**src/design/pve_pkg.sv**
```systemverilog
`timescale 1ns / 1ps

package pve_pkg;

   localparam int VALUE_W      = 64;
   localparam int QUEUE_DEPTH  = 2;

   typedef enum logic [1:0] {
      MODE_UNSIGNED = 2'd0,
      MODE_SIGNED   = 2'd1,
      MODE_DOUBLE   = 2'd2,
      MODE_SPARE    = 2'd3
   } mode_type;

   localparam logic [7:0] HDR_TWO   = 8'h80;
   localparam logic [7:0] HDR_THREE = 8'hC0;
   localparam logic [7:0] HDR_FOUR  = 8'hE0;
   localparam logic [7:0] HDR_LONG  = 8'hF0;

   typedef struct packed {
      logic [1:0]         action;
      logic [VALUE_W-1:0] value;
   } req_type;

   typedef struct packed {
      logic [7:0] out_byte;
      logic [3:0] byte_index;
      logic       last;
   } rsp_type;

   // one classified item: header, bytes that follow it (low byte first), run length
   typedef struct packed {
      logic [7:0]         header;
      logic [VALUE_W-1:0] payload;
      logic [3:0]         count;
   } entry_type;

   typedef struct packed {
      logic      valid;
      entry_type entry;
   } push_type;

endpackage

```
**src/design/pve_stream_if.sv**
```systemverilog
`timescale 1ns / 1ps

interface pve_stream_if #(
   parameter type payload_type = logic
);
   logic        valid;
   logic        ready;
   payload_type payload;

   modport source (output valid, output payload, input ready);
   modport sink   (input valid, input payload, output ready);
endinterface

```
**src/design/pve_front.sv**
```systemverilog
`timescale 1ns / 1ps

module pve_front
   import pve_pkg::*;
(
   pve_stream_if.sink req_chan,
   input  logic       queue_full,
   output push_type   push
);

   logic [VALUE_W-1:0] code;
   logic [3:0]         nbytes;
   entry_type          entry;

   always_comb begin
      case (mode_type'(req_chan.payload.action))
         MODE_SIGNED: begin
            code = {req_chan.payload.value[VALUE_W-2:0], 1'b0}
                   ^ {VALUE_W{req_chan.payload.value[VALUE_W-1]}};
         end
         MODE_DOUBLE: begin
            for (int i = 0; i < 8; i++) begin
               code[8*i +: 8] = req_chan.payload.value[8*(7-i) +: 8];
            end
         end
         default: begin
            code = req_chan.payload.value;
         end
      endcase
   end

   always_comb begin
      nbytes = 4'd4;
      for (int i = 4; i < 8; i++) begin
         if (code[8*i +: 8] != 8'd0) begin
            nbytes = 4'(i + 1);
         end
      end
   end

   always_comb begin
      entry.payload = '0;
      if (code[VALUE_W-1:7] == '0) begin
         entry.header = code[7:0];
         entry.count  = 4'd1;
      end else if (code[VALUE_W-1:14] == '0) begin
         entry.header  = HDR_TWO | {2'b00, code[5:0]};
         entry.payload = code >> 6;
         entry.count   = 4'd2;
      end else if (code[VALUE_W-1:21] == '0) begin
         entry.header  = HDR_THREE | {3'b000, code[4:0]};
         entry.payload = code >> 5;
         entry.count   = 4'd3;
      end else if (code[VALUE_W-1:28] == '0) begin
         entry.header  = HDR_FOUR | {4'b0000, code[3:0]};
         entry.payload = code >> 4;
         entry.count   = 4'd4;
      end else begin
         entry.header  = HDR_LONG | {5'b00000, 3'(nbytes - 4'd1)};
         entry.payload = code;
         entry.count   = nbytes + 4'd1;
      end
   end

   assign req_chan.ready = !queue_full;
   assign push.valid     = req_chan.valid && !queue_full;
   assign push.entry     = entry;

endmodule

```
**src/design/pve_queue.sv**
```systemverilog
`timescale 1ns / 1ps

module pve_queue
   import pve_pkg::*;
(
   input  logic      clock,
   input  logic      reset,
   input  push_type  push,
   output logic      full,
   input  logic      pop,
   output logic      avail,
   output entry_type head
);

   entry_type  mem_ff [QUEUE_DEPTH];
   logic       wr_ptr_ff, wr_ptr_in;
   logic       rd_ptr_ff, rd_ptr_in;
   logic [1:0] fill_ff, fill_in;
   logic       do_wr, do_rd;

   assign full  = fill_ff == 2'(QUEUE_DEPTH);
   assign avail = fill_ff != 2'd0;
   assign head  = mem_ff[rd_ptr_ff];
   assign do_wr = push.valid && !full;
   assign do_rd = pop && avail;

   always_comb begin
      wr_ptr_in = do_wr ? !wr_ptr_ff : wr_ptr_ff;
      rd_ptr_in = do_rd ? !rd_ptr_ff : rd_ptr_ff;
      fill_in   = fill_ff + {1'b0, do_wr} - {1'b0, do_rd};
   end

   always_ff @(posedge clock) begin
      if (reset) begin
         wr_ptr_ff <= 1'b0;
         rd_ptr_ff <= 1'b0;
         fill_ff   <= 2'd0;
      end else begin
         wr_ptr_ff <= wr_ptr_in;
         rd_ptr_ff <= rd_ptr_in;
         fill_ff   <= fill_in;
      end
   end

   always_ff @(posedge clock) begin
      if (do_wr) begin
         mem_ff[wr_ptr_ff] <= push.entry;
      end
   end

endmodule

```
**src/design/pve_back.sv**
```systemverilog
`timescale 1ns / 1ps

module pve_back
   import pve_pkg::*;
(
   input  logic        clock,
   input  logic        reset,
   input  logic        avail,
   input  entry_type   head,
   output logic        pop,
   pve_stream_if.source rsp_chan
);

   logic               active_ff, active_in;
   logic [7:0]         header_ff, header_in;
   logic [VALUE_W-1:0] payload_ff, payload_in;
   logic [3:0]         count_ff, count_in;
   logic [3:0]         index_ff, index_in;
   logic               out_valid_ff, out_valid_in;
   rsp_type            out_ff, out_in;
   logic               out_load, emit, is_last;

   assign out_load = !out_valid_ff || rsp_chan.ready;
   assign emit     = active_ff && out_load;
   assign is_last  = index_ff == (count_ff - 4'd1);
   assign pop      = avail && (!active_ff || (emit && is_last));

   always_comb begin
      active_in    = active_ff;
      header_in    = header_ff;
      payload_in   = payload_ff;
      count_in     = count_ff;
      index_in     = index_ff;
      out_valid_in = out_load ? emit : out_valid_ff;
      out_in       = out_ff;

      if (emit) begin
         out_in.out_byte   = (index_ff == 4'd0) ? header_ff : payload_ff[7:0];
         out_in.byte_index = index_ff;
         out_in.last       = is_last;
         index_in          = index_ff + 4'd1;
         // header goes first, payload shifts from the second byte on
         if (index_ff != 4'd0) begin
            payload_in = payload_ff >> 8;
         end
         if (is_last) begin
            active_in = 1'b0;
         end
      end

      if (pop) begin
         active_in  = 1'b1;
         header_in  = head.header;
         payload_in = head.payload;
         count_in   = head.count;
         index_in   = 4'd0;
      end
   end

   always_ff @(posedge clock) begin
      if (reset) begin
         active_ff    <= 1'b0;
         out_valid_ff <= 1'b0;
         index_ff     <= 4'd0;
         count_ff     <= 4'd0;
      end else begin
         active_ff    <= active_in;
         out_valid_ff <= out_valid_in;
         index_ff     <= index_in;
         count_ff     <= count_in;
      end
   end

   always_ff @(posedge clock) begin
      header_ff  <= header_in;
      payload_ff <= payload_in;
      out_ff     <= out_in;
   end

   assign rsp_chan.valid   = out_valid_ff;
   assign rsp_chan.payload = out_ff;

endmodule

```
**src/design/prefix_varint_encoder.sv**
```systemverilog
`timescale 1ns / 1ps

// Prefix varint encoder: each request word is mapped (unsigned, zigzag signed or
// byte-swapped double) and encoded into a run of 1 to 9 bytes, one response
// transfer per byte, header byte first with last set on the final byte. The
// byte emitter in the back end sends one byte per cycle while the response
// channel is ready; a run is 1 byte for codes below 0x80 up to 9 bytes
// for codes with a nonzero top byte. The front end classifies an item in the
// cycle it is accepted and parks it in a two-entry queue, so requests keep
// flowing while the emitter works and runs follow each other without gaps.
module prefix_varint_encoder
   import pve_pkg::*;
(
   input  logic         clock,
   input  logic         reset,
   pve_stream_if.sink   req_chan,
   pve_stream_if.source rsp_chan
);

   push_type  push;
   logic      queue_full;
   logic      queue_avail;
   logic      queue_pop;
   entry_type queue_head;

   pve_front u_front (
      .req_chan   (req_chan),
      .queue_full (queue_full),
      .push       (push)
   );

   pve_queue u_queue (
      .clock (clock),
      .reset (reset),
      .push  (push),
      .full  (queue_full),
      .pop   (queue_pop),
      .avail (queue_avail),
      .head  (queue_head)
   );

   pve_back u_back (
      .clock    (clock),
      .reset    (reset),
      .avail    (queue_avail),
      .head     (queue_head),
      .pop      (queue_pop),
      .rsp_chan (rsp_chan)
   );

endmodule

```
**src/flat_wrapper.sv**
```systemverilog
// flat-port wrapper written by rule: the top's interface ports become plain ports
module prefix_varint_encoder_flat import pve_pkg::*;
  (clock, reset, req_chan_valid, req_chan_payload, req_chan_ready, rsp_chan_valid, rsp_chan_payload, rsp_chan_ready);
  pve_stream_if #(.payload_type(req_type)) req_chan_i ();
  pve_stream_if #(.payload_type(rsp_type)) rsp_chan_i ();
  input  logic clock;
  input  logic reset;
  input wire logic [$bits(req_chan_i.valid)-1:0] req_chan_valid;
  input wire logic [$bits(req_chan_i.payload)-1:0] req_chan_payload;
  output wire logic [$bits(req_chan_i.ready)-1:0] req_chan_ready;
  output wire logic [$bits(rsp_chan_i.valid)-1:0] rsp_chan_valid;
  output wire logic [$bits(rsp_chan_i.payload)-1:0] rsp_chan_payload;
  input wire logic [$bits(rsp_chan_i.ready)-1:0] rsp_chan_ready;
  assign req_chan_i.valid = req_chan_valid;
  assign req_chan_i.payload = req_chan_payload;
  assign req_chan_ready = req_chan_i.ready;
  assign rsp_chan_valid = rsp_chan_i.valid;
  assign rsp_chan_payload = rsp_chan_i.payload;
  assign rsp_chan_i.ready = rsp_chan_ready;
  prefix_varint_encoder u_core (.clock(clock), .reset(reset), .req_chan(req_chan_i), .rsp_chan(rsp_chan_i));
endmodule
```
**config.mk**
```make
export PLATFORM = sky130hd
export DESIGN_NAME = prefix_varint_encoder_flat
export DESIGN_NICKNAME = d
export VERILOG_FILES = /design/src/design/pve_pkg.sv /design/src/design/pve_stream_if.sv /design/src/design/pve_front.sv /design/src/design/pve_queue.sv /design/src/design/pve_back.sv /design/src/design/prefix_varint_encoder.sv /design/src/flat_wrapper.sv
export SDC_FILE = /design/constraint.sdc
export NUM_CORES = 1
export LEC_CHECK = 0
export ABC_CLOCK_PERIOD_IN_PS = 7250
export BUFFER_PORTS_ARGS = -buffer_cell sky130_fd_sc_hd__buf_2
export CORE_MARGIN = 5
export CORE_UTILIZATION = 35
export CTS_CLUSTER_SIZE = 20
export DETAILED_ROUTE_END_ITERATION = 12
export PLACE_DENSITY = 0.55
export SYNTH_ARGS = -nofsm -noshare
export SYNTH_HDL_FRONTEND = slang
export SYNTH_HIERARCHICAL = 1
export SYNTH_SLANG_ARGS = --single-unit
```
**constraint.sdc**
```tcl
create_clock -name clock -period 7.25 [get_ports clock]
set_input_delay 0.3625 -clock clock [delete_from_list [all_inputs] [get_ports clock]]
set_output_delay 0.3625 -clock clock [all_outputs]
set_load 0.005 [all_outputs]
```
==> results of run 1 <==
==> cell families after synthesis <==
family                     after synthesis
DFF                                    252
buffers and inverters                  116
muxes                                  169
xor gates and xnor gates                73
AOI/OAI and AO/OA                      212
adders and majority gates                8
and+or+nand+nor                        151
==> per-layer routing <==
metal,GRT usage [%],share of wire (%),wire (µm),up-vias
li1,-,-,-,3848
met1,22.1,46,15000,4127
met2,24.2,47,15400,258
met3,2.60,5.9,1940,35
met4,3.61,1.7,557,2
met5,0,0.039,13,-
==> state kept, by name (all words and copies together), names as in the netlist, named ones only <==
| name | flops |
|---|---|
| u_core/u_back/payload_ff | 64 |
| u_core/u_back/count_ff | 4 |
| u_core/u_back/active_ff | 1 |
| u_core/u_back/rsp_chan.payload | 13 |
| u_core/u_back/rsp_chan.valid | 1 |
| u_core/u_queue/wr_ptr_ff | 1 |
| u_core/u_back/header_ff | 8 |
| u_core/u_queue/fill_ff | 2 |
| u_core/u_queue/rd_ptr_ff | 1 |
| u_core/u_back/index_ff | 4 |
| u_core/u_queue/mem_ff | 152 |
==> layout by cell type, fill, tap and decap left out, types with 14 or more instances in the layout <==
cell type	n
sky130_fd_sc_hd__o21a_1	17
sky130_fd_sc_hd__a221oi_1	30
sky130_fd_sc_hd__nor2_1	24
sky130_fd_sc_hd__nand2b_1	15
sky130_fd_sc_hd__mux2_2	57
sky130_fd_sc_hd__edfxtp_1	237
sky130_fd_sc_hd__buf_2	83
sky130_fd_sc_hd__mux2i_1	26
sky130_fd_sc_hd__mux2_4	82
sky130_fd_sc_hd__a221o_1	28
sky130_fd_sc_hd__a21oi_1	48
sky130_fd_sc_hd__clkbuf_16	28
sky130_fd_sc_hd__nand2_1	35
sky130_fd_sc_hd__o21ai_0	41
sky130_fd_sc_hd__inv_1	47
sky130_fd_sc_hd__dfxtp_1	14
sky130_fd_sc_hd__xor2_1	67
==> how the worst max path moves through the flow <==
| stage | endpoint | slack (ns) | startpoint |
|---|---|---|---|
| detailed placement | u_core/u_queue/mem_ff[0][4] | 2.33 | req_chan_payload[65] |
| finish | u_core/u_queue/mem_ff[0][10] | 2.86 | req_chan_payload[65] |
| floorplan | u_core/u_back/payload_ff[0] | 2.92 | u_core/u_back/index_ff[0] |
| global route | u_core/u_queue/mem_ff[0][4] | 2.51 | req_chan_payload[65] |
| global placement | u_core/u_queue/mem_ff[0][10] | 2.46 | req_chan_payload[65] |
| CTS | u_core/u_queue/mem_ff[0][4] | 2.91 | req_chan_payload[65] |
==> metrics by stage <==
| stage | power, W | setup WS (ns) | std cells | area [µm²] | hold slack (ns) |
|---|---|---|---|---|---|
| floorplan | 0.00378 | 2.92 | 981 | 13400 | 0.432 |
| global placement | 0.00417 | 2.46 | 1519 | 14100 | 0.473 |
| detailed placement | 0.00420 | 2.33 | 1519 | 14100 | 0.479 |
| CTS | 0.00560 | 2.91 | 1570 | 15000 | 0.167 |
| global route | 0.00579 | 2.51 | 1570 | 15000 | 0.188 |
| finish | 0.00552 | 2.86 | 1570 | 15000 | 0.195 |
==> final cells by class <==
class	count	share of cell area, %
flip-flops and latches	252	49.6
multi-input cells	613	35.5
clock buffers	37	5.17
well taps	511	4.27
repair buffers	94	3.33
inverters	49	1.23
clock inverters	14	0.919
==> power groups by stage <==
stage	Sequential [W]	Clock, W	Combinational, W
after global placement	0.00242	0	0.00176
final	0.00239	0.00139	0.00174
after CTS	0.00240	0.00142	0.00178
after detailed placement	0.00243	0	0.00177
after global routing	0.00243	0.00148	0.00188
after floorplan	0.00236	0	0.00142
==> worst max-delay path: cells and delay by family <==
| family | cells | cell delay (ns) |
|---|---|---|
| buffers and inverters | 3 | 0.50 |
| and+or+nand+nor | 5 | 2.50 |
| adders and majority gates | 1 | 0.35 |
| AOI/OAI and AO/OA | 4 | 0.96 |
==> impl_metrics.json, run 1 <==
{
  "run_status": "finished, final reports clean",
  "cell_with_the_most_instances_after_synthesis": "sky130_fd_sc_hd__edfxtp_1",
  "reg2reg_depth": 8,
  "pwr-share-clk_pct": 25.1,
  "worst_slew_pin_slew_ns": 1.09,
  "first_global_vias": 8110,
  "synth_async_sr_flop_share_pct": 0,
  "synth_simple_gate_area_share_pct": 6.43,
  "drt_pass1_iterations": 5,
  "layout.filler_cells": 3595,
  "avgViaCountPerCell": 5.27,
  "timing.critical_path.slowest_stage_cell": "sky130_fd_sc_hd__nor3_4",
  "hold-path-cell-count": 2,
  "worst_path_max_stage_delay_ns": 0.82,
  "die_y_um": 205,
  "finalSetupViolCount": 0,
  "synth-seq-area-share_pct": 55.5,
  "detail_route.drc_violations": 0,
  "leakage_nw": 5.46,
  "synth.area.mux_share_pct": 16.3,
  "mappedNetlistArea_mm2": 0.0134,
  "cts_post_setup_buffers_inserted": 0,
  "dieArea_mm2": 0.0422,
  "p_seq_share_pct": 43.3,
  "post-route-util_pct": 39.8,
  "max-vdd-ir-drop_mv": 0.232,
  "nNetsFinal": 1116,
  "critical_path_cell_by_cell": "buf_2 > inv_1 > ha_2 > buf_4 > nor2b_1 > a221o_1 > a211oi_1 > nand4bb_1 > nor3_2 > nand4_4 > nor3_4 > a21oi_1 > a22o_1",
  "routed-via-count": 8270,
  "ff2ff_setup_slack_ns": 3.93,
  "antenna_found_initial": 2,
  "ioPinCount": 85,
  "die-width_um": 205,
  "start_util_pct": 35.5,
  "max_cap_viol_count": 0,
  "slew-limit-headroom_pct": 27.1,
  "timing.critical_path.fanout_max": 44,
  "post_synth_xor_area_fraction_pct": 4.89,
  "yosys-top-cells-count": "sky130_fd_sc_hd__edfxtp_1 (237), sky130_fd_sc_hd__mux2_4 (82), sky130_fd_sc_hd__xor2_1 (67)",
  "ys_seq_elements": 252,
  "synthesis.nets": 1059,
  "cts.clk_slew.worst_paths_ns": 0.06,
  "io_buffer_count": 84,
  "route.detailed.wl_per_inst_um": 21.0,
  "setup_total_negative_slack_ns": 0,
  "worst_setup_path_end_kind": "flop",
  "grt_max_degree": 76,
  "clock_tree_from_tritoncts": "done",
  "synthesis.instances": 981,
  "min_clock_period_post_route_ns": 4.39,
  "num_rows": 71,
  "synth_top_cells_by_area": "sky130_fd_sc_hd__edfxtp_1 (53%), sky130_fd_sc_hd__mux2_4 (9.2%), sky130_fd_sc_hd__mux2_2 (4.8%)",
  "multi_input_logic_area_mm2": 0.00532,
  "seqCellArea_mm2": 0.00742,
  "clk_latency_ns": 0.54,
  "dpl.hpwl_mm": 22.4,
  "grt_setup_unrepaired": "no",
  "timing_max_transition_violations_final": 0,
  "grt_first_pass_wirelength_mm": 50.1,
  "dominant_combinational_cell_family_by_area_after_synthesis": "multiplexers",
  "cts.sinks": 252,
  "drive_above_1_share_pct": 27.9,
  "fp.coreArea_mm2": 0.0377,
  "clockRootBuffer": "sky130_fd_sc_hd__clkbuf_16",
  "finalHoldViolCount": 0,
  "finalWirelength_mm": 32.9,
  "antennaDiodeCount": 0,
  "cellInternalPower_w": 0.00387,
  "gpl.final_weighted_congestion": 0.856,
  "switchingPower_w": 0.00164,
  "cts-htree-levels": 1,
  "ctsResizeCount": 0,
  "synth_area_in_compound_gates_pct": 11.2,
  "power.share.switching_pct": 29.8,
  "r2r_start": "u_core/u_back/count_ff[0]",
  "drtIter0Drc": 718,
  "post_synth.cell_area_avg_um2": 13.6,
  "worst_clock_skew_ns": 0.0300,
  "cts_inserted_buffers": 28,
  "post-synth-top-area-cell": "sky130_fd_sc_hd__edfxtp_1",
  "area_delta_synth_final_pct": 12.1,
  "powerDensity_mw_per_mm2": 368,
  "hold_path.startpoint": "reset",
  "fmax_ghz": 0.228,
  "critical_path_arrival_ns": 4.69,
  "setup.worst_path.start_class": "input pin",
  "ys.flop_type": "sky130_fd_sc_hd__edfxtp_1",
  "synthDistinctLibCells": 69,
  "setup_crit_path_kind": "input pin to flop",
  "clock_tree.buffer_depth": 3,
  "synth_edf_count": 237,
  "antenna_violating_nets_post_route": 0,
  "yosys_warnings": 6,
  "ctsHoldBuffers": 0,
  "synth-adder-area-share_pct": 0.749,
  "crit_required_ns": 7.54,
  "gr-usage-all-layers_pct": 15.3,
  "synth_top_cell_area_share_pct": 53.3,
  "critical_path.reg2reg.endpoint": "u_core/u_back/payload_ff[13]",
  "worst_hold_path_type": "input pin to flop",
  "fin_crit_sh_pct": 60.6,
  "globalRoute.totalOverflow": 0,
  "combinational_power_share_pct": 31.6
}
Note: power is estimated with default switching activity, not from simulation.
==> run 2: changes to the inputs <==
ABC_AREA = 1   (was unset)
ABC_CLOCK_PERIOD_IN_PS = 3700   (was 7250)
PLACE_DENSITY = 0.57   (was 0.55)
clock period = 3.7 ns   (was 7.25 ns; I/O delays follow)
==> impl_metrics.json, run 2 <==
{
  "max-vdd-ir-drop_mv": 0.604,
  "synthesis.nets": 1572,
  "layout.cells.most_common": "sky130_fd_sc_hd__nand2_1",
  "fmax_ghz": 0.360,
  "post-synth-top-area-cell": "sky130_fd_sc_hd__edfxtp_1",
  "final-instance-count-excl-fill": 2090,
  "drtIter0Drc": 993,
  "slew-limit-headroom_pct": 19.9,
  "route.detailed.wl_per_inst_um": 16.0,
  "reg2reg_depth": 13,
  "critical_path_arrival_ns": 3.07,
  "setup.worst_path.start_class": "input pin",
  "clockRootBuffer": "sky130_fd_sc_hd__clkbuf_16",
  "cts.clk_slew.worst_paths_ns": 0.06,
  "io_buffer_count": 84,
  "start_util_pct": 35.3,
  "max_cap_viol_count": 0,
  "gpl.final_weighted_congestion": 0.879,
  "finalWirelength_mm": 33.4,
  "timing_max_transition_violations_final": 0,
  "ioPinCount": 85,
  "leakage_nw": 6.50,
  "ys.flop_type": "sky130_fd_sc_hd__edfxtp_1",
  "fp.coreArea_mm2": 0.0386,
  "post_synth.cell_area_avg_um2": 9.14,
  "min_delay_endpoint": "u_core/u_queue/wr_ptr_ff",
  "timing.critical_path.fanout_max": 59,
  "cell_with_the_most_instances_after_synthesis": "sky130_fd_sc_hd__nand2_1",
  "synthesis.instances": 1494,
  "cts-htree-levels": 1,
  "avgViaCountPerCell": 4.85,
  "grt_first_pass_wirelength_mm": 53.2,
  "ff2ff_setup_slack_ns": 1.09,
  "mappedNetlistArea_mm2": 0.0137,
  "cts_post_setup_buffers_inserted": 0,
  "yosys_warnings": 6,
  "setup_total_negative_slack_ns": 0,
  "antenna_found_initial": 0,
  "fin_crit_sh_pct": 75.1,
  "hold-path-cell-count": 5,
  "crit_required_ns": 3.99,
  "worst_setup_path_end_kind": "flop",
  "routed-via-count": 10100,
  "timing.critical_path.slowest_stage_cell": "sky130_fd_sc_hd__ha_2",
  "dp_cells": 2043,
  "grt_max_degree": 77,
  "detail_route.drc_violations": 0,
  "worst_path_max_stage_delay_ns": 0.97,
  "min_clock_period_post_route_ns": 2.78,
  "critical_path.reg2reg.endpoint": "u_core/u_back/payload_ff[32]",
  "drive_above_1_share_pct": 16.2,
  "dieArea_mm2": 0.0431,
  "antenna_violating_nets_post_route": 0,
  "synth_edf_count": 237,
  "antennaDiodeCount": 0,
  "die_y_um": 208,
  "synth_top_cells_by_area": "sky130_fd_sc_hd__edfxtp_1 (52%), sky130_fd_sc_hd__nand2_1 (15%), sky130_fd_sc_hd__mux2_4 (4.4%)",
  "globalRoute.totalOverflow": 0,
  "worst_clock_skew_ns": 0.0230,
  "finalSetupViolCount": 0,
  "largest_reg_flops": 152,
  "clock_tree.buffer_depth": 3,
  "clock_tree_from_tritoncts": "done",
  "die-width_um": 208,
  "num_rows": 72,
  "critical_path_cell_by_cell": "buf_2 > inv_1 > ha_2 > nand2_1 > o21ai_1 > nand2_1 > nand2_1 > nor2_1 > nand2_1 > nor2_1 > nand3_2 > buf_4 > nand3_1 > a21oi_1",
  "holdWs_ns": 0.0965,
  "worst_slew_pin_slew_ns": 1.20,
  "synthDistinctLibCells": 40,
  "layout.filler_cells": 3846,
  "synth_async_sr_flop_share_pct": 0,
  "powerDensity_mw_per_mm2": 697,
  "synth-seq-area-share_pct": 54.3,
  "ys_seq_elements": 252,
  "first_global_vias": 9478,
  "grt_setup_unrepaired": "no",
  "gr-usage-all-layers_pct": 15.0,
  "hold_path.startpoint": "req_chan_valid",
  "design_power_total_w": 0.0107,
  "critPathMostFrequentCell": "sky130_fd_sc_hd__nand2_1",
  "nNetsFinal": 1634,
  "r2r_start": "u_core/u_back/count_ff[0]",
  "clk_latency_ns": 0.53,
  "top_register": "u_core/u_queue/mem_ff",
  "cts_inserted_buffers": 27,
  "area_delta_synth_final_pct": 11.8,
  "yosys-top-cells-count": "sky130_fd_sc_hd__nand2_1 (546), sky130_fd_sc_hd__edfxtp_1 (237), sky130_fd_sc_hd__inv_1 (136)",
  "finalHoldViolCount": 0,
  "mostFrequentLayoutCells": "sky130_fd_sc_hd__nand2_1 (546), sky130_fd_sc_hd__edfxtp_1 (237), sky130_fd_sc_hd__inv_1 (135), sky130_fd_sc_hd__nor2_1 (120), sky130_fd_sc_hd__a21oi_1 (87)",
  "worst_hold_path_type": "input pin to flop",
  "run_status": "finished, final reports clean",
  "setup_crit_path_kind": "input pin to flop",
  "cts.sinks": 252,
  "synth_top_cell_area_share_pct": 52.1,
  "drt_pass1_iterations": 6,
  "dpl.hpwl_mm": 22.9
}
run 2: cell count changes after synthesis, moves of 27 or more:
cell                       before  now
sky130_fd_sc_hd__xor2_1        67    3
sky130_fd_sc_hd__a221o_1       28    1
sky130_fd_sc_hd__a21oi_1       48   88
sky130_fd_sc_hd__inv_1         48  136
sky130_fd_sc_hd__nand3_1        9   68
sky130_fd_sc_hd__nand2_1       35  546
sky130_fd_sc_hd__a221oi_1      30    0
sky130_fd_sc_hd__mux2_4        82   40
sky130_fd_sc_hd__nor2_1        24  121
run 2: through the flow:
stage / setup slack, ns / utilization [%] / instance area [µm²]
4_1_cts: 0.995 / 39.5 / 15300
3_5_place_dp: 0.458 / 37.3 / 14400
6_report: 0.921 / 39.5 / 15300
5_1_grt: 0.696 / 39.5 / 15300
2_1_floorplan: 0.510 / - / 13700
3_3_place_gp: 0.477 / 37.3 / 14400
run 2: final cells by class:
cell class	count	area, µm²	area share, %
Tap cell	518	648	4.24
Timing Repair Buffer	106	653	4.28
Multi-Input combinational cell	1024	5180	33.9
Clock buffer	33	698	4.57
Clock inverter	12	131	0.860
Sequential cell	252	7420	48.6
Inverter	145	544	3.56
run 2: worst max-delay path: cells and delay by family:
family                   cells  cell delay (ns)
AO/OA/AOI/OAI                2             0.47
buffers and inverters        3             0.38
AND/OR/NAND/NOR              8             1.03
adder cells (fa/ha/maj)      1             0.97
run 2: per-layer routing:
metal  global-route usage [%]  part of all wire [%]
met4                     2.83                   1.4
met1                     22.0                    47
met2                     24.2                    46
met5                        0                     0
met3                     1.74                   5.9
run 2: kinds of logic after synthesis:
logic type,count (synthesis),synth area share [%]
buffers and inverters,218,7.94
AO/OA/AOI/OAI,167,6.39
AND/OR/NAND/NOR,768,22.9
multiplexers,77,7.44
flip-flops,252,54.3
XOR/XNOR,4,0.257
adder cells (fa/ha/maj),8,0.733
run 2: timing repair:
action	CTS	global route
hold buffers	2	0
hold endpoints to repair	6	0
gates resized for setup	0	0
run 2: how the worst max path moves through the flow:
stage | cells past startpoint | start | to
CTS | 14 | req_chan_payload[65] | u_core/u_queue/mem_ff[1][9]
global placement | 14 | req_chan_payload[65] | u_core/u_queue/mem_ff[0][9]
floorplan | 6 | u_core/u_queue/fill_ff[0] | u_core/u_queue/mem_ff[0][0]
global route | 14 | req_chan_payload[65] | u_core/u_queue/mem_ff[1][9]
finish | 14 | req_chan_payload[65] | u_core/u_queue/mem_ff[1][10]
detailed placement | 14 | req_chan_payload[65] | u_core/u_queue/mem_ff[1][9]
run 2: power breakdown:
part	leakage, nW	internal [W]	switching (W)
clock network	0.404	0.00153	0.00100
logic	3.81	0.00118	0.00221
registers	2.28	0.00441	0.000312
total	6.50	0.00713	0.00353
